`config.mk`:
```
export PLATFORM = sky130hd
export DESIGN_NAME = rtn_fifo
export DESIGN_NICKNAME = d
export VERILOG_FILES = /design/src/design/rtn_pkg.sv /design/src/design/rtn_fifo.sv
export SDC_FILE = /design/constraint.sdc
export NUM_CORES = 1
export LEC_CHECK = 0
export ABC_AREA = 1
export BUFFER_PORTS_ARGS = -buffer_cell sky130_fd_sc_hd__buf_2
export CAP_MARGIN = 10
export CORE_AREA = 2 2 248 250
export DETAILED_ROUTE_END_ITERATION = 16
export DIE_AREA = 0 0 250 252
export SYNTH_ARGS = -nofsm -noshare
export SYNTH_HDL_FRONTEND = slang
export SYNTH_SLANG_ARGS = --single-unit
```
`constraint.sdc`:
```
create_clock -name clk -period 23.8 [get_ports clk]
set_clock_uncertainty 0.2 [all_clocks]
set_input_delay 7.14 -clock clk [delete_from_list [all_inputs] [get_ports clk]]
set_output_delay 7.14 -clock clk [all_outputs]
set_load 0.01 [all_outputs]
```
`src/design/rtn_pkg.sv`:
```
// shared types and constants for the ray-triangle nearest hit block
// no dependencies
package rtn_pkg;

  localparam int CoordW      = 32;
  localparam int EdgeW       = 33;
  localparam int WideW       = 67;
  localparam int AccW        = 104;
  localparam int MulW        = 35;
  localparam int ProdW       = 70;
  localparam int SplitW      = 34;
  localparam int OrdW        = 16;
  localparam int BaryW       = 17;
  localparam int QuoW        = 32;
  localparam int CfgIdxW     = 4;
  localparam int FaceCmpW    = 25;
  localparam int DefMaxFaces = 65536;
  localparam int DefFracBits = 16;
  localparam int DefQueueDepth = 2;
  localparam int BaryFrac    = 16;

  localparam logic [CoordW-1:0] ThreshReset = 32'd2814750;

  typedef enum logic [CfgIdxW-1:0] {
    REG_ORG_X  = 4'd0,
    REG_ORG_Y  = 4'd1,
    REG_ORG_Z  = 4'd2,
    REG_DIR_X  = 4'd3,
    REG_DIR_Y  = 4'd4,
    REG_DIR_Z  = 4'd5,
    REG_MAXD   = 4'd6,
    REG_THRESH = 4'd7
  } cfg_reg_t;

  typedef struct packed {
    logic [2:0][EdgeW-1:0] e1;
    logic [2:0][EdgeW-1:0] e2;
    logic [2:0][EdgeW-1:0] tv;
    logic [OrdW-1:0]       ordinal;
    logic                  first;
    logic                  last;
  } tri_entry_t;

  typedef struct packed {
    logic [2:0][CoordW-1:0] dir;
    logic [CoordW-1:0]      max_dist;
    logic [CoordW-1:0]      thresh;
  } ray_cfg_t;

endpackage

```
`src/design/rtn_fifo.sv`:
```
// short queue of prepared triangles between front and back
// depends on rtn_pkg
module rtn_fifo #(
  parameter int DEPTH = rtn_pkg::DefQueueDepth
) (
  input  logic                clk,
  input  logic                rst_n,
  input  logic                push,
  input  rtn_pkg::tri_entry_t din,
  input  logic                pop,
  output rtn_pkg::tri_entry_t dout,
  output logic                full,
  output logic                empty
);
  import rtn_pkg::*;

  localparam int AW = (DEPTH > 1) ? $clog2(DEPTH) : 1;
  localparam logic [AW-1:0] LastPtr = AW'(DEPTH - 1);
  localparam logic [AW:0]   DepthC  = (AW+1)'(DEPTH);

  tri_entry_t        mem_r [DEPTH];
  logic [AW-1:0]     wr_r, rd_r;
  logic [AW:0]       cnt_r;

  assign full  = cnt_r == DepthC;
  assign empty = cnt_r == '0;
  assign dout  = mem_r[rd_r];

  always_ff @(posedge clk) begin
    if (push) begin
      mem_r[wr_r] <= din;
    end
  end

  always_ff @(posedge clk) begin
    if (!rst_n) begin
      wr_r  <= '0;
      rd_r  <= '0;
      cnt_r <= '0;
    end else begin
      if (push) begin
        wr_r <= (wr_r == LastPtr) ? '0 : wr_r + 1'b1;
      end
      if (pop) begin
        rd_r <= (rd_r == LastPtr) ? '0 : rd_r + 1'b1;
      end
      if (push && !pop) begin
        cnt_r <= cnt_r + 1'b1;
      end else if (pop && !push) begin
        cnt_r <= cnt_r - 1'b1;
      end
    end
  end

endmodule

```
Yosys cells after proc, flatten, opt, wreduce, memory -nomap -nowiden:

Memories as Yosys holds them, arrays and structs flattened. A register that Yosys moved wholly into a read port is not among the register bits.
Index checks and enable logic that the tools add are counted.

* bits in writable memories: 630
* output and inout port bits: 317
* memories: 1
* input bits: 319
* register bits after elaboration: 4

Memories
* mem_r: words 2, bits a word 315, read ports 1, clocked after Yosys merged registers in 1, wr ports 1, line rtn_fifo.sv:21 `tri_entry_t mem_r [DEPTH];`

* reductions and logical operators: 6
* equal/unequal tests: 1
* $add $sub $neg: 4
* muxes and demuxes: 8

Operators by type and width (number)
* two-way mux 1 bit: 6
* two-way mux 2 bit: 2
* adder 1 bit (second input constant): 2
* adder 2 x 1 -> 2 bit (second input constant): 1
* == test 2 bit (second input constant): 1
* logical AND 1 bit: 2
* logical NOT 1 bit: 2
* logical NOT 2 bit: 1
* nonzero test 2 bit: 1
* subtractor 2 x 1 -> 2 bit (second input constant): 1

Depth between registers and ports, before layout:

* depth after elaboration: 4
* depth in mapped cells: 8
* mapped depth without buffers: 8

Worst setup path before layout:

OpenSTA, ideal clock, no wires.

* path kind: input port to flip-flop
* start: in push
* end: mem mem_r[0][0] (netlist bit), enable pin
* required time: 22593 ps
* setup time: 1007 ps
* stages: 2
* path slack: 2258 ps
* arrival: 20335 ps
* buffers on the path: 0
* path through: inv_1 > nor2_1

* longest elaborated chain between the ends: 2

RTL lines
* from (decl): line rtn_fifo.sv:8 `input logic push,`
* two-way mux 1 bit: line rtn_fifo.sv:30 `if (push) begin`
* two-way mux 1 bit (not written as such): line rtn_fifo.sv:31 `mem_r[wr_r] <= din;`
* to (decl): line rtn_fifo.sv:21

Every way passes these cells.

==> run metrics <==
DRT iter0 DRCs 693; die width about 250 um; area of the mapped netlist roughly 0.023 mm2; die area around 0.063 mm2; startpoint types register; clk buf depth 3; H-tree depth reported by CTS 3; Power Dens Cells roughly 87 mW/mm2; clock-pin slew on the worst setup and hold paths 0.06 ns; crit path max fanout 151; vias in the first global route 12236; Sequential Area ~0.019 mm2; DRT Pass-1 Iters 5; Max IR drop VDD 0.0610 mV; largest net degree at the start of global routing 152; unrepaired setup endpoints after global routing no; layout cells sized above 1 0.607; fin nets between 2000 and 2500; Area growth syn-to-layout 26.3%; Filler cells 5117; Rows 90; Max transition margin 0.286; # IOs 636; drt drc 0; die boundary height 252 um; Crit path required time 16.46 ns; post-synthesis sequential area ratio 0.825; first-pass GRT wire length 75.3 mm; post-CTS resize count 0; Yosys cell types 13; clk sinks around 640; initial core utilization 0.383; Worst Tran Pin Value 1.07 ns; most frequent cells in the layout buf_2, edfxtp_1, mux2_2; TNS Setup 0 ns; f_max 92.2 MHz; Post-Syn Instances 1015; commonest non-fill, non-tap cell in the layout buf_2; TritonCTS clock tree built; multi-input logic area 0.00365 mm2; DPL Wire Length around 36 mm; # hold bufs at CTS 0; Final Hold Fails 0; Synth Warn # 0; Cell Area, Placed 0.0270 mm2; fin crit period 10.85 ns; Avg Cell Area, Syn 22.7 um2; final setup fails 0; total gr overflow 0; fin. max-slew vios 0; Antenna Nets Post-Route 0; IO buf count 635; Worst-Skew Late Latency 0.57 ns; max cap viols 0; Setup Fix Bufs, Post-CTS 0; Core ar. 0.0601 mm2; antenna violations before repair 15; status completed; Worst EP arrival 3.51 ns; Via-to-Cell Ratio about 4.7; Post-Route WL 52.6 mm; GRT Util Overall 0.160; worst setup path class register to primary output; fin crit share 0.456; HP Class register to register; nature of the critical path endpoint primary output; WL/cell between 20 and 25 um; Final Cell Area 0.0291 mm2; leakage power ~11 nW; count of state elements after synthesis 635; vias between 10000 and 15000; syn nets between 1000 and 1500; routability cong. 0.815; Inserted Clock Buffers 67; root buffer cell clkbuf_16
==> cell usage after synthesis, drive strengths merged <==
library cell,number,share of area
edfxtp,630,0.82
mux2,315,0.15
buf,35,0.015
nor2,9,0.0015
inv,8,0.0013
nand2,8,0.0013
dfxtp,5,0.0043
a21oi,1,0.00022
ha,1,0.00054
nand3,1,0.00022
nand4,1,0.00027
o21ai,1,0.00022
==> critical path, stage by stage (launching register included) <==
cell and delay [ns]:
dfxtp_4 0.76, buf_12 0.64, buf_4 0.83, mux2_2 0.43, buf_2 0.14
==> registers in the layout (all words and copies together), names as in the netlist, named ones only <==
signal	count
mem_r	630
cnt_r	2
rd_r	1
wr_r	1
==> final timing paths <==
kind	start	to	slack [ns]	cells past startpoint
max	register	dout[261]	12.95	4
min	rd_r	register	0.30	2
min reg2reg	rd_r	register	0.30	2
max reg2reg	wr_r	mem_r[1][257]	20.11	4
==> metrics by stage <==
step / power [mW] / util / hold slack, ns / worst slack (ns) / cells
3_5_place_dp: 1.56 / 0.448 / 0.293 / 13.20 / 2406
3_3_place_gp: 1.56 / 0.448 / 0.279 / 13.24 / 2406
4_1_cts: 2.57 / 0.484 / 0.307 / 12.82 / 2526
6_report: 2.53 / 0.484 / 0.304 / 12.95 / 2533
5_1_grt: 2.63 / 0.484 / 0.347 / 12.73 / 2532
2_1_floorplan: 1.48 / - / 0.263 / 2.26 / 1015
==> final cells by class <==
| class | instances | area share |
|---|---|---|
| clock inverters | 39 | 0.0122 |
| inverters | 8 | 0.00129 |
| diodes | 7 | 0.000602 |
| clock buffers | 81 | 0.0608 |
| multi-input cells | 337 | 0.125 |
| repair buffers | 644 | 0.112 |
| flip-flops and latches | 635 | 0.654 |
| well taps | 782 | 0.0336 |
==> report_power, final <==
| group | leakage, nW | internal [mW] | total, mW | switching, mW |
|---|---|---|---|---|
| sequential | 5.96 | 1.30 | 1.31 | 0.0154 |
| combinational | 3.83 | 0.0995 | 0.224 | 0.125 |
| clock | 1.04 | 0.587 | 0.997 | 0.410 |
==> cell families (layout without fill, tap and decap cells) <==
logic type / Yosys count / after routing / share of synthesized area
other: 0 / 7 / 0
adders and majority gates: 1 / 1 / 0.000543
buffers and inverters: 43 / 772 / 0.0168
muxes: 315 / 315 / 0.154
AOI/OAI and AO/OA: 2 / 2 / 0.000434
DFF: 635 / 635 / 0.825
and+or+nand+nor: 19 / 19 / 0.00326
==> metal layers <==
metal  wire length [um]  vias to the layer above  global-route usage
met2              27100                      440               0.274
met1              19700                     5868               0.183
li1                   -                     5420                   -
met5                101                        -                   0
met4               1490                       18              0.0695
met3               4150                       96              0.0543
(Power assumes the default switching activity.)
