**config.mk**
```make
export PLATFORM = sky130hd
export DESIGN_NAME = rtn_front
export DESIGN_NICKNAME = d
export VERILOG_FILES = /design/src/design/rtn_pkg.sv /design/src/design/rtn_front.sv
export SDC_FILE = /design/constraint.sdc
export NUM_CORES = 1
export LEC_CHECK = 0
export BUFFER_PORTS_ARGS = -buffer_cell sky130_fd_sc_hd__buf_2
export CAP_MARGIN = 0
export CORE_AREA = 8 8 268 270
export DETAILED_ROUTE_END_ITERATION = 10
export DIE_AREA = 0 0 276 278
export HOLD_SLACK_MARGIN = 0.02
export MAX_ROUTING_LAYER = met4
export PLACE_DENSITY = 0.44
export SLEW_MARGIN = 25
export SYNTH_ARGS = -nofsm -noshare
export SYNTH_HDL_FRONTEND = slang
export SYNTH_SLANG_ARGS = --single-unit
export TNS_END_PERCENT = 5
```
**constraint.sdc**
```tcl
create_clock -name clk -period 4.4 [get_ports clk]
set_input_delay 0.88 -clock clk [delete_from_list [all_inputs] [get_ports clk]]
set_output_delay 0.88 -clock clk [all_outputs]
set_load 0.05 [all_outputs]
```
**src/design/rtn_pkg.sv**
```systemverilog
// shared types and constants for the ray-triangle nearest hit block
// no dependencies
package rtn_pkg;

  localparam int CoordW      = 32;
  localparam int EdgeW       = 33;
  localparam int WideW       = 67;
  localparam int AccW        = 104;
  localparam int MulW        = 35;
  localparam int ProdW       = 70;
  localparam int SplitW      = 34;
  localparam int OrdW        = 16;
  localparam int BaryW       = 17;
  localparam int QuoW        = 32;
  localparam int CfgIdxW     = 4;
  localparam int FaceCmpW    = 25;
  localparam int DefMaxFaces = 65536;
  localparam int DefFracBits = 16;
  localparam int DefQueueDepth = 2;
  localparam int BaryFrac    = 16;

  localparam logic [CoordW-1:0] ThreshReset = 32'd2814750;

  typedef enum logic [CfgIdxW-1:0] {
    REG_ORG_X  = 4'd0,
    REG_ORG_Y  = 4'd1,
    REG_ORG_Z  = 4'd2,
    REG_DIR_X  = 4'd3,
    REG_DIR_Y  = 4'd4,
    REG_DIR_Z  = 4'd5,
    REG_MAXD   = 4'd6,
    REG_THRESH = 4'd7
  } cfg_reg_t;

  typedef struct packed {
    logic [2:0][EdgeW-1:0] e1;
    logic [2:0][EdgeW-1:0] e2;
    logic [2:0][EdgeW-1:0] tv;
    logic [OrdW-1:0]       ordinal;
    logic                  first;
    logic                  last;
  } tri_entry_t;

  typedef struct packed {
    logic [2:0][CoordW-1:0] dir;
    logic [CoordW-1:0]      max_dist;
    logic [CoordW-1:0]      thresh;
  } ray_cfg_t;

endpackage

```
**src/design/rtn_front.sv**
```systemverilog
// front end: takes triangles, forms edge vectors, the origin offset and ordinals
// depends on rtn_pkg
module rtn_front #(
  parameter int MAX_FACES = rtn_pkg::DefMaxFaces
) (
  input  logic                             clk,
  input  logic                             rst_n,
  input  logic                             in_valid,
  output logic                             in_stall,
  input  logic signed [rtn_pkg::CoordW-1:0] v0_x,
  input  logic signed [rtn_pkg::CoordW-1:0] v0_y,
  input  logic signed [rtn_pkg::CoordW-1:0] v0_z,
  input  logic signed [rtn_pkg::CoordW-1:0] v1_x,
  input  logic signed [rtn_pkg::CoordW-1:0] v1_y,
  input  logic signed [rtn_pkg::CoordW-1:0] v1_z,
  input  logic signed [rtn_pkg::CoordW-1:0] v2_x,
  input  logic signed [rtn_pkg::CoordW-1:0] v2_y,
  input  logic signed [rtn_pkg::CoordW-1:0] v2_z,
  input  logic                             first_triangle,
  input  logic                             last_triangle,
  input  logic [2:0][rtn_pkg::CoordW-1:0]   org,
  input  logic                             q_full,
  output logic                             q_push,
  output rtn_pkg::tri_entry_t              q_data
);
  import rtn_pkg::*;

  localparam logic [FaceCmpW-1:0] MaxF = FaceCmpW'(MAX_FACES);

  logic [OrdW-1:0]     cnt_r;
  logic [OrdW-1:0]     ord;
  logic [OrdW:0]       nxt_wide;
  logic [OrdW-1:0]     cnt_nxt;
  logic [2:0][CoordW-1:0] p0, p1, p2;

  assign p0 = {v0_z, v0_y, v0_x};
  assign p1 = {v1_z, v1_y, v1_x};
  assign p2 = {v2_z, v2_y, v2_x};

  assign in_stall = q_full;
  assign q_push   = in_valid && !q_full;

  always_comb begin
    ord      = first_triangle ? '0 : cnt_r;
    nxt_wide = {1'b0, ord} + 1'b1;
    cnt_nxt  = ({{(FaceCmpW-OrdW-1){1'b0}}, nxt_wide} >= MaxF) ? '0 : nxt_wide[OrdW-1:0];
    for (int i = 0; i < 3; i++) begin
      q_data.e1[i] = {p1[i][CoordW-1], p1[i]} - {p0[i][CoordW-1], p0[i]};
      q_data.e2[i] = {p2[i][CoordW-1], p2[i]} - {p0[i][CoordW-1], p0[i]};
      q_data.tv[i] = {org[i][CoordW-1], org[i]} - {p0[i][CoordW-1], p0[i]};
    end
    q_data.ordinal = ord;
    q_data.first   = first_triangle;
    q_data.last    = last_triangle;
  end

  always_ff @(posedge clk) begin
    if (!rst_n) begin
      cnt_r <= '0;
    end else if (q_push) begin
      cnt_r <= cnt_nxt;
    end
  end

endmodule

```
# == Word level (Yosys, flattened, before mapping) ==
# Cells that the tools add are included.
# totals
input_bits,390
latch_bits,0
reg_bits,16
memories,0
mem_bits_ro,0
ramBits,0
# classes
add_sub_neg,10
muxes,2
n_mul,0
shift,0
eq_ne,0
reduce_logical,2
div,0
order_cmp,1
bitwise_logic,0
# ops
op,count
subtractor 32 x 32 -> 33 bit,9
two-way mux 16 bit,2
"adder 16 x 1 -> 17 bit, second input constant",1
">= comparator 17 bit, second input constant",1
logical AND 1 bit,1
logical NOT 1 bit,1

# == Longest topological paths before layout ==
# Gate-level depths: netlist of the first run.
# depth
depth_word,4
ltp_mapped,15
depth_no_buf,12

# == Least setup slack after synthesis of the first run ==
# Ideal clock, no wire load.
# synth_path
path_type,input to output
from,input org[64] (netlist name)
to,output q_data[114] (netlist name)
setup_slack_ns,-1.029
t_arrival_ns,4.549
t_required_ns,3.520
path_stages,11
cell_sequence,inv_1 -> ha_1 -> fa_1 -> nand2b_1 -> a21oi_1 -> o21ai_1 -> o31ai_1 -> a31oi_1 -> nor2_1 -> o22ai_1 -> o311ai_0
# synth_lines
element,line_no,source
from (decl),rtn_front.sv:21,"input logic [2:0][rtn_pkg::CoordW-1:0] org,"
to (decl),rtn_front.sv:24,output rtn_pkg::tri_entry_t q_data

==> impl_metrics.env, run 1 <==
export IMPL_worstPathArrival_ns=3.61
export IMPL_synthToLayoutAreaGrowth_pct=70.2
export IMPL_wl_per_cell_um=19.5
export IMPL_core_area_sq_um=67700
export IMPL_io_buffers=704
export IMPL_synth_cell_area_sq_um=15700
export IMPL_netlist_top_cell_by_area="ha_1"
export IMPL_worst_slack_ns=-0.0863
export IMPL_synthesis_nets=2986
export IMPL_drtPass1Iterations=6
export IMPL_hp_class="reg -> reg"
export IMPL_slew_violations=0
export IMPL_synth_yosys_seq_area_share_pct=2.04
export IMPL_htree_levels=1
export IMPL_reg_largest_list="cnt_r: 16 flops"
export IMPL_syn_area_per_cell_sq_um=6.83
export IMPL_clkSlewWorstSetupHoldPaths_ns=0.05
export IMPL_vdd_drop_max_v=0.000179
export IMPL_drcViolationCount=0
export IMPL_clk_latency_ns=0.25
export IMPL_fin_nets=4159
export IMPL_largest_register_ffs=16
export IMPL_antenna_found_initial=26
export IMPL_yosys_area_top_type_share_pct=23.0
export IMPL_start_util_pct=23.2
export IMPL_drv_cap=0
export IMPL_yosys_cell_types_count=79
export IMPL_dp_slack_ns=-0.522
export IMPL_grt_ovfl_total=0
export IMPL_fillers=7312
export IMPL_synth_edff_count=0
export IMPL_grt_max_degree=28
export IMPL_wl_um=85500
export IMPL_final_cells=4375
export IMPL_grt_pass1_wl_um=127000
export IMPL_ys_ff_latch=16
export IMPL_vias=21293
export IMPL_finalCritPeriodShare_pct=102
export IMPL_die_h_um=278
export IMPL_die_width_um=276
export IMPL_tightestPinTransition_ns=0.563
export IMPL_cts_buffers=3
export IMPL_critPathMaxFanout=3
export IMPL_cts_root_buf="clkbuf_16"
export IMPL_gp_congestion=0.954
export IMPL_criticalPathCategory="in -> out"
export IMPL_grt_pass1_vias=21805
export IMPL_dp_hpwl_um=77000
export IMPL_async_flop_share_pct=0
export IMPL_cts_hold_buffers=0
export IMPL_synthFlopType="dfxtp_1"
export IMPL_via_per_inst=4.87
export IMPL_cp_data_required_time_ns=3.52
export IMPL_rsz0062_at_grt="yes"
export IMPL_drive_gt1_share_pct=42.8
export IMPL_place_inst=4322
export IMPL_synthCells=2298
export IMPL_cp_end_kind="primary output"
export IMPL_finClkSkew_ns=0.000980
export IMPL_grt_usage_pct=21.3
export IMPL_setup_viol=4
export IMPL_drtIter0Drc=944
export IMPL_violations="negative setup slack"
export IMPL_hold_viol_final=0
export IMPL_dieArea_sq_um=76700
export IMPL_fmax_mhz=223
export IMPL_ant_nets=0
export IMPL_regMostFlops="cnt_r"
export IMPL_cts_buffer_depth=2
export IMPL_max_slew_margin_pct=61.5
export IMPL_cts_tree="done"
export IMPL_post_route_min_period_ns=4.49
export IMPL_p_leak_uw=0.0135
export IMPL_status="finished with violations"
export IMPL_synth_area_leaders="ha_1 (23%), xnor2_1 (8.6%), a21oi_1 (7.9%)"
export IMPL_ios=707
export IMPL_cts_sinks=16
export IMPL_num_rows=96
export IMPL_post_route_util_pct=39.4
export IMPL_ys_warn_count=0
export IMPL_startpoint_type="input port"
export IMPL_power_density_nw_per_um2=272
cells in the final DEF, fill, tap and decap left out, types with 44 or more instances in the layout:
cell type / count
buf_2: 581
buf_4: 552
ha_1: 258
a21oi_1: 208
inv_1: 168
nand2_1: 167
nor2_1: 163
xnor2_1: 146
o21ai_0: 141
a21o_1: 102
xor2_1: 84
nand3_1: 65
nor2b_1: 53
buf_12: 44
timing repair:
item                       in CTS  in global routing
pin swaps                      83                 96
setup endpoints to repair     117                114
resized for setup             261                187
buffers inserted               20                  9
cell usage after synthesis (16+ instances only):
library cell and n:
o21bai_1 22, a21o_1 102, dfxtp_1 16, o21ai_0 168
nor3_1 37, o31ai_1 20, clkbuf_1 44, inv_1 197
nor2_1 169, and2_1 17, nand2b_1 40, xnor2_1 155
a31oi_1 33, o21a_1 38, a21oi_1 249, nor2b_1 61
xor2_1 89, nand3_1 67, and3_1 26, o211ai_1 19
nand4_1 36, ha_1 289, nand2_1 168
logic make-up after synthesis:
logic type / synth area share (%)
adders and majority gates: 24.2
buffers and inverters: 6.20
and+or+nand+nor: 20.8
xor gates and xnor gates: 13.6
DFF: 2.04
AOI/OAI and AO/OA: 33.0
muxes: 0.128
power breakdown:
| group | leakage, uW | switching [uW] | internal, uW | total [uW] |
|---|---|---|---|---|
| Sequential | 0.000129 | 0.558 | 146 | 146 |
| Clock | 0.0000443 | 63.6 | 138 | 202 |
| Combinational | 0.0134 | 4410 | 2520 | 6930 |
metal layers:
| metal | share of wire (%) | vias up | GRT usage, % |
|---|---|---|---|
| met5 | 0 | - | - |
| met1 | 42 | 9848 | 24.6 |
| met3 | 5.4 | 92 | 3.89 |
| met2 | 50 | 580 | 38.4 |
| met4 | 2.6 | 0 | 4.35 |
| li1 | - | 10773 | - |
layout make-up:
| class | count | area [sq um] | area share (%) |
|---|---|---|---|
| Multi-Input combinational cell | 2029 | 15900 | 59.6 |
| Timing Repair Buffer | 1223 | 8460 | 31.7 |
| Tap cell | 882 | 1100 | 4.13 |
| Inverter | 198 | 767 | 2.87 |
| Sequential cell | 16 | 320 | 1.20 |
| Clock buffer | 4 | 88.8 | 0.332 |
| Antenna cell | 23 | 57.6 | 0.215 |
final timing paths:
path	from	to	slack, ns	depth (start not counted)
min reg2reg	cnt_r[7]$_SDFFE_PN0P_	cnt_r[7]$_SDFFE_PN0P_	0.49	2
max	v0_z[9]	q_data[211]	-0.09	14
max reg2reg	cnt_r[0]$_SDFFE_PN0P_	cnt_r[9]$_SDFFE_PN0P_	1.42	12
min	cnt_r[7]$_SDFFE_PN0P_	cnt_r[7]$_SDFFE_PN0P_	0.49	2
through the flow:
stage	setup TNS (ns)	hold WS, ns	total power, uW	cell area (sq um)
after floorplan	-4.38	0.450	4210	15700
after global placement	-23.28	0.476	6680	24500
after detailed placement	-23.57	0.486	6650	24500
after CTS	-1.51	0.490	7150	25800
after global routing	-3.89	0.535	7700	26700
final	-0.244	0.489	7280	26700
worst max-delay path: stages:
cell and delay (ns):
buf_6 0.07, inv_4 0.03, buf_4 0.13, ha_4 0.24
a21o_1 0.18, a31oi_1 0.19, nor2_1 0.07, a211o_1 0.33
a2111o_1 0.45, a31o_1 0.23, a21oi_2 0.20, o21a_1 0.21
xnor2_1 0.15, buf_4 0.23
Power figures use the tool's default switching activity.
==> run 2, diff against run 1 <==
--- a/config.mk
+++ b/config.mk
@@ -5,14 +5,14 @@
 export SDC_FILE = /design/constraint.sdc
 export NUM_CORES = 1
 export LEC_CHECK = 0
-export BUFFER_PORTS_ARGS = -buffer_cell sky130_fd_sc_hd__buf_2
 export CAP_MARGIN = 0
 export CORE_AREA = 8 8 268 270
 export DETAILED_ROUTE_END_ITERATION = 10
 export DIE_AREA = 0 0 276 278
+export DONT_BUFFER_PORTS = 1
 export HOLD_SLACK_MARGIN = 0.02
 export MAX_ROUTING_LAYER = met4
-export PLACE_DENSITY = 0.44
+export PLACE_DENSITY = 0.35
 export SLEW_MARGIN = 25
 export SYNTH_ARGS = -nofsm -noshare
 export SYNTH_HDL_FRONTEND = slang
==> run 2 against run 1 <==
The run still ends with negative setup slack left. Critical path depth fell by 3. Sequential share of layout area rose by 0.23 points. Worst hold slack got worse by 0.0036 ns. Cell area fell by 16%. Non-clock buffer count fell by 592. Via count fell by 9.8%. Sequential power barely moved. Maximum frequency fell by 1.1%. Total power fell by 7.8%. Die area did not move. Clock-buffer cell count did not move. Largest cell class unchanged.
==> impl_metrics.env, run 2 (synthesized netlist as in run 1, its figures left out) <==
export IMPL_final_common_cell="buf_4"
export IMPL_post_route_min_period_ns=4.53
export IMPL_min_path_cells=2
export IMPL_worstPathArrival_ns=3.65
export IMPL_drtIter0Drc=970
export IMPL_slew_violations=0
export IMPL_crit_top_cell="a211o_1"
export IMPL_rsz0062_at_grt="yes"
export IMPL_violations="negative setup slack"
export IMPL_htree_levels=1
export IMPL_cts_root_buf="clkbuf_16"
export IMPL_startpoint_type="input port"
export IMPL_cp_num_cells=11
export IMPL_drtPass1Iterations=5
export IMPL_cts_buffers=3
export IMPL_die_width_um=276
export IMPL_hold_viol_final=0
export IMPL_power_density_nw_per_um2=299
export IMPL_start_util_pct=23.2
export IMPL_fin_area_sq_um=22400
export IMPL_final_cell_mix="buf_4 (599), ha_1 (282), a21oi_1 (231)"
export IMPL_cts_buffer_depth=2
export IMPL_io_buffers=0
export IMPL_cp_end_kind="primary output"
export IMPL_reg2reg_slack_ns=1.25
export IMPL_vdd_drop_max_v=0.000193
export IMPL_grt_pass1_wl_um=124000
export IMPL_gp_congestion=0.970
export IMPL_fin_nets=3567
export IMPL_tightestPinTransition_ns=1.10
export IMPL_antenna_found_initial=16
export IMPL_grt_usage_pct=21.2
export IMPL_dp_hpwl_um=77500
export IMPL_clk_latency_ns=0.25
export IMPL_wl_per_cell_um=22.5
export IMPL_slowest_stage="a2111o_1"
export IMPL_ios=707
export IMPL_ant_nets=0
export IMPL_wl_um=85100
export IMPL_die_h_um=278
export IMPL_p_leak_uw=0.0109
export IMPL_cp_data_required_time_ns=3.52
export IMPL_dieArea_sq_um=76700
export IMPL_cts_sinks=16
export IMPL_drive_gt1_share_pct=27.0
export IMPL_critPathMaxFanout=3
export IMPL_cp_slowest_stage_delay_ns=0.40
export IMPL_critical_path_buf_inv_count=2
export IMPL_grt_max_degree=31
export IMPL_grt_pass1_vias=19728
export IMPL_post_route_util_pct=33.1
export IMPL_worst_slack_ns=-0.134
export IMPL_setup_tns_ns=-0.526
export IMPL_synthToLayoutAreaGrowth_pct=42.9
export IMPL_regMostFlops="cnt_r"
export IMPL_max_slew_margin_pct=26.5
export IMPL_clkSlewWorstSetupHoldPaths_ns=0.05
export IMPL_reg2regPathDepth=11
export IMPL_drcViolationCount=0
export IMPL_cp_top_family="compound AO/OA/AOI/OAI gates"
export IMPL_vias=19201
export IMPL_num_rows=96
export IMPL_grt_ovfl_total=0
export IMPL_criticalPathCategory="in -> out"
export IMPL_final_cells=3776
export IMPL_largest_register_ffs=16
export IMPL_hp_class="reg -> reg"
export IMPL_reg_largest_list="cnt_r: 16 flops"
export IMPL_core_area_sq_um=67700
export IMPL_setup_viol=14
export IMPL_drv_cap=0
export IMPL_crit_chain="inv_1 -> ha_1 -> a21o_1 -> a211o_1 -> a211o_1 -> a2111o_1 -> a31o_1 -> a21oi_2 -> o31ai_1 -> a211oi_2 -> buf_6"
export IMPL_finalCritPeriodShare_pct=103
export IMPL_timing_hold_ws_ns=0.485
export IMPL_place_inst=3755
export IMPL_fmax_mhz=221
export IMPL_status="finished with violations"
export IMPL_finClkSkew_ns=0.00131
export IMPL_cts_tree="done"
export IMPL_dpl_cell_area_sq_um=21500
export IMPL_via_per_inst=5.09
## run 2: changes by cell type in the layout (fill, tap and decap cells not counted), sizes merged
cell	delta
diode	-7
bufbuf	-1
clkbuf	-9
buf	-582
## run 2: area by class of cell
type	instances	area, sq um
Fill cell	7406	45300
Multi-Input combinational cell	2029	15200
Timing Repair Buffer	631	4960
Tap cell	882	1100
Inverter	198	762
Sequential cell	16	320
Clock buffer	4	88.8
Antenna cell	16	40.0
## run 2: path summary, 6_finish.rpt
kind / start / end
worst min register to register: cnt_r[7]$_SDFFE_PN0P_ / cnt_r[7]$_SDFFE_PN0P_
worst max-delay path: v0_z[7] / q_data[213]
worst max register to register: cnt_r[1]$_SDFFE_PN0P_ / cnt_r[9]$_SDFFE_PN0P_
worst min-delay path: cnt_r[7]$_SDFFE_PN0P_ / cnt_r[7]$_SDFFE_PN0P_
## run 2: per-layer routing
metal	track usage, %	part of all wire, %	up-vias
met3	6.83	7.4	48
met1	22.9	41	9059
li1	-	-	9567
met2	38.7	51	527
met5	-	0	-
met4	2.77	1.2	0
## run 2: metrics by stage
stage / total power, uW / setup slack [ns]
finish: 6710 / -0.134
global route: 7090 / -0.225
CTS: 6690 / -0.149
detailed placement: 6370 / -0.423
global placement: 6370 / -0.363
floorplan: 4210 / -0.437
## run 2: where the power goes
part | switching [uW] | leakage [uW] | internal, uW
clock | 64.6 | 0.0000443 | 138
combinational | 4190 | 0.0107 | 2170
sequential | 0.536 | 0.000129 | 146
total | 4260 | 0.0109 | 2450
## run 2: worst min-delay path, stage by stage, from the launching register on
cell      delay, ns
dfxtp_1        0.31
nand2_1        0.05
a21boi_0       0.07
## run 2: what timing repair did
item,4_1_cts,5_1_grt
pin swaps,33,17
endpoints found under the setup margin,82,90
gates resized for setup,96,78
setup buffers,2,0
hold buffers,0,0
==> run 3, diff against run 2 <==
--- a/config.mk
+++ b/config.mk
@@ -5,14 +5,15 @@
 export SDC_FILE = /design/constraint.sdc
 export NUM_CORES = 1
 export LEC_CHECK = 0
+export ABC_AREA = 1
 export CAP_MARGIN = 0
-export CORE_AREA = 8 8 268 270
+export CORE_AREA = 8 8 266 268
 export DETAILED_ROUTE_END_ITERATION = 10
-export DIE_AREA = 0 0 276 278
+export DIE_AREA = 0 0 274 276
 export DONT_BUFFER_PORTS = 1
 export HOLD_SLACK_MARGIN = 0.02
 export MAX_ROUTING_LAYER = met4
-export PLACE_DENSITY = 0.35
+export PLACE_DENSITY = 0.48
 export SLEW_MARGIN = 25
 export SYNTH_ARGS = -nofsm -noshare
 export SYNTH_HDL_FRONTEND = slang
==> run 3 against run 2 <==
The run now ends clean. Clock-buffer cell count unchanged. Cell area increased by 15%. First-iteration DRC count up 95%. Global-route usage rose by 6.8 points. Worst hold slack lost 0.012 ns. Synthesized cell count increased by 120%. Setup slack gained 0.53 ns.
==> impl_metrics.env, run 3 <==
export IMPL_status="finished clean"
export IMPL_hp_class="reg -> reg"
export IMPL_grt_pass1_wl_um=161000
export IMPL_yosys_cell_types_count=33
export IMPL_vias=28701
export IMPL_synthesis_nets=5648
export IMPL_slew_violations=0
export IMPL_via_per_inst=4.77
export IMPL_ios=707
export IMPL_vdd_drop_max_v=0.000179
export IMPL_antenna_found_initial=23
export IMPL_largest_register_ffs=16
export IMPL_final_cells=6019
export IMPL_gp_congestion=1.02
export IMPL_slowest_stage="nor2_1"
export IMPL_cts_buffers=3
export IMPL_setup_viol=0
export IMPL_num_rows=95
export IMPL_crit_top_cell="nand2_1"
export IMPL_syn_area_per_cell_sq_um=4.71
export IMPL_clkSlewWorstSetupHoldPaths_ns=0.06
export IMPL_dp_hpwl_um=100000
export IMPL_die_h_um=276
export IMPL_cts_hold_buffers=0
export IMPL_post_route_min_period_ns=4.00
export IMPL_worst_slack_ns=0.400
export IMPL_drv_cap=0
export IMPL_grt_pass1_vias=27248
export IMPL_hold_viol_final=0
export IMPL_regMostFlops="cnt_r"
export IMPL_drive_gt1_share_pct=3.96
export IMPL_grt_ovfl_total=0
export IMPL_netlist_top_cell_by_area="nand2_1"
export IMPL_cts_resized=0
export IMPL_ys_ff_latch=16
export IMPL_place_inst=5989
export IMPL_core_area_sq_um=66600
export IMPL_cts_tree="done"
export IMPL_ant_nets=0
export IMPL_cts_setup_buffers=0
export IMPL_synth_edff_count=0
export IMPL_drcViolationCount=0
export IMPL_yosys_area_top_type_share_pct=37.0
export IMPL_synthFlopType="dfxtp_1"
export IMPL_timing_hold_ws_ns=0.473
export IMPL_worstPathArrival_ns=3.12
export IMPL_grt_usage_pct=28.1
export IMPL_io_buffers=0
export IMPL_finClkSkew_ns=0.00660
export IMPL_rsz0062_at_grt="no"
export IMPL_max_slew_margin_pct=28.2
export IMPL_async_flop_share_pct=0
export IMPL_fin_nets=5809
export IMPL_wl_per_cell_um=18.2
export IMPL_crit_chain="inv_1 -> ha_1 -> nand2_1 -> nor2_1 -> nand3_1 -> nand2_1 -> nand2_1 -> nand2_1 -> nand2_1 -> nand2_1"
export IMPL_synth_cell_area_sq_um=23400
export IMPL_reg2reg_slack_ns=2.26
export IMPL_cts_root_buf="clkbuf_16"
export IMPL_wl_um=110000
export IMPL_finalCritPeriodShare_pct=90.9
export IMPL_htree_levels=1
export IMPL_drtIter0Drc=1894
export IMPL_yosysMostFrequentCell="nand2_1"
export IMPL_synthCells=4960
export IMPL_dieArea_sq_um=75600
export IMPL_start_util_pct=35.1
export IMPL_die_width_um=274
export IMPL_startpoint_type="input port"
export IMPL_cp_slowest_stage_delay_ns=0.46
export IMPL_ys_top_cells_by_count="nand2_1 (2,301), inv_1 (1,240), nor2_1 (337)"
export IMPL_criticalPathCategory="in -> out"
export IMPL_final_common_cell="nand2_1"
export IMPL_cp_end_kind="primary output"
export IMPL_dp_slack_ns=0.414
export IMPL_critPathMaxFanout=4
export IMPL_cp_top_family="simple AND/OR/NAND/NOR gates"
export IMPL_synth_area_leaders="nand2_1 (37%), inv_1 (20%), ha_1 (15%)"
export IMPL_cts_buffer_depth=2
export IMPL_cp_data_required_time_ns=3.52
export IMPL_fmax_mhz=250
export IMPL_synthToLayoutAreaGrowth_pct=10.4
export IMPL_final_cell_mix="nand2_1 (2,301), inv_1 (1,240), nor2_1 (337)"
export IMPL_cts_sinks=16
export IMPL_p_leak_uw=0.0180
export IMPL_synth_yosys_seq_area_share_pct=1.37
export IMPL_power_density_nw_per_um2=245
export IMPL_drtPass1Iterations=9
export IMPL_critical_path_buf_inv_count=1
export IMPL_grt_max_degree=19
export IMPL_reg_largest_list="cnt_r: 16 flops"
export IMPL_clk_latency_ns=0.25
export IMPL_tightestPinTransition_ns=1.07
export IMPL_setup_tns_ns=0
export IMPL_ys_warn_count=0
-- run 3: cell types whose count changed after synthesis, moves of 42 or more --
cell      delta
a21o_1     -102
a21oi_1     -72
clkbuf_1    -42
inv_1     +1043
nand2_1   +2133
nand3_1    +154
nor2_1     +168
nor2b_1     -61
nor4_1      +48
o21ai_0    -158
xnor2_1    -137
xor2_1      +50
-- run 3: kinds of logic after synthesis --
kind of cell	Yosys count	synth area share, %
compound gates	198	4.36
xor+xnor	157	5.89
fa+ha+maj	298	16.2
buf+inv	1253	20.3
flops	16	1.37
simple gates	3038	51.8
-- run 3: worst paths after layout --
check | startpoint | endpoint | cells past startpoint
hold / removal | cnt_r[13]$_SDFFE_PN0P_ | cnt_r[13]$_SDFFE_PN0P_ | 2
hold reg to reg | cnt_r[13]$_SDFFE_PN0P_ | cnt_r[13]$_SDFFE_PN0P_ | 2
setup / recovery | v0_y[12] | q_data[172] | 10
setup reg to reg | cnt_r[0]$_SDFFE_PN0P_ | cnt_r[7]$_SDFFE_PN0P_ | 10
-- run 3: cell type report --
type,count,area (sq um)
clock buffer,4,88.8
inverter,1246,4680
fill,8019,40800
antenna,26,65.1
tap,873,1090
sequential,16,320
timing repair buffer,163,1230
multi-input combinational,3691,18300
-- run 3: worst register-to-register path, cell delays in order (launching register included) --
cell and delay [ns]:
dfxtp_1 0.34, nand2_2 0.09, inv_1 0.37, ha_1 0.27, nand2_1 0.12, nor3_2 0.26, nand2_1 0.16, nor2_4 0.16
nor2_8 0.07, nand2_1 0.10, a21oi_1 0.06
-- run 3: where the power goes --
group          internal, uW  switching [uW]  leakage (uW)  total [uW]
registers               146           0.481      0.000129         146
logic                  1430            4540        0.0178        5970
clock network           139            65.8     0.0000443         204
-- run 3: per-layer routing --
metal  track usage, %  vias to the layer above  wire, um
met5                -                        -         0
met4             8.31                        0      3520
met3             5.45                      143      7640
met2             49.4                      821     53500
met1             31.9                    12665     44900
li1                 -                    15072         -
-- run 3: through the flow --
| step | utilization [%] | cell area (sq um) | power [uW] |
|---|---|---|---|
| 2_1_floorplan | - | 23400 | 4510 |
| 3_3_place_gp | 38.5 | 25600 | 6110 |
| 3_5_place_dp | 38.5 | 25600 | 6100 |
| 4_1_cts | 38.7 | 25700 | 6330 |
| 5_1_grt | 38.8 | 25800 | 6770 |
| 6_report | 38.8 | 25800 | 6320 |
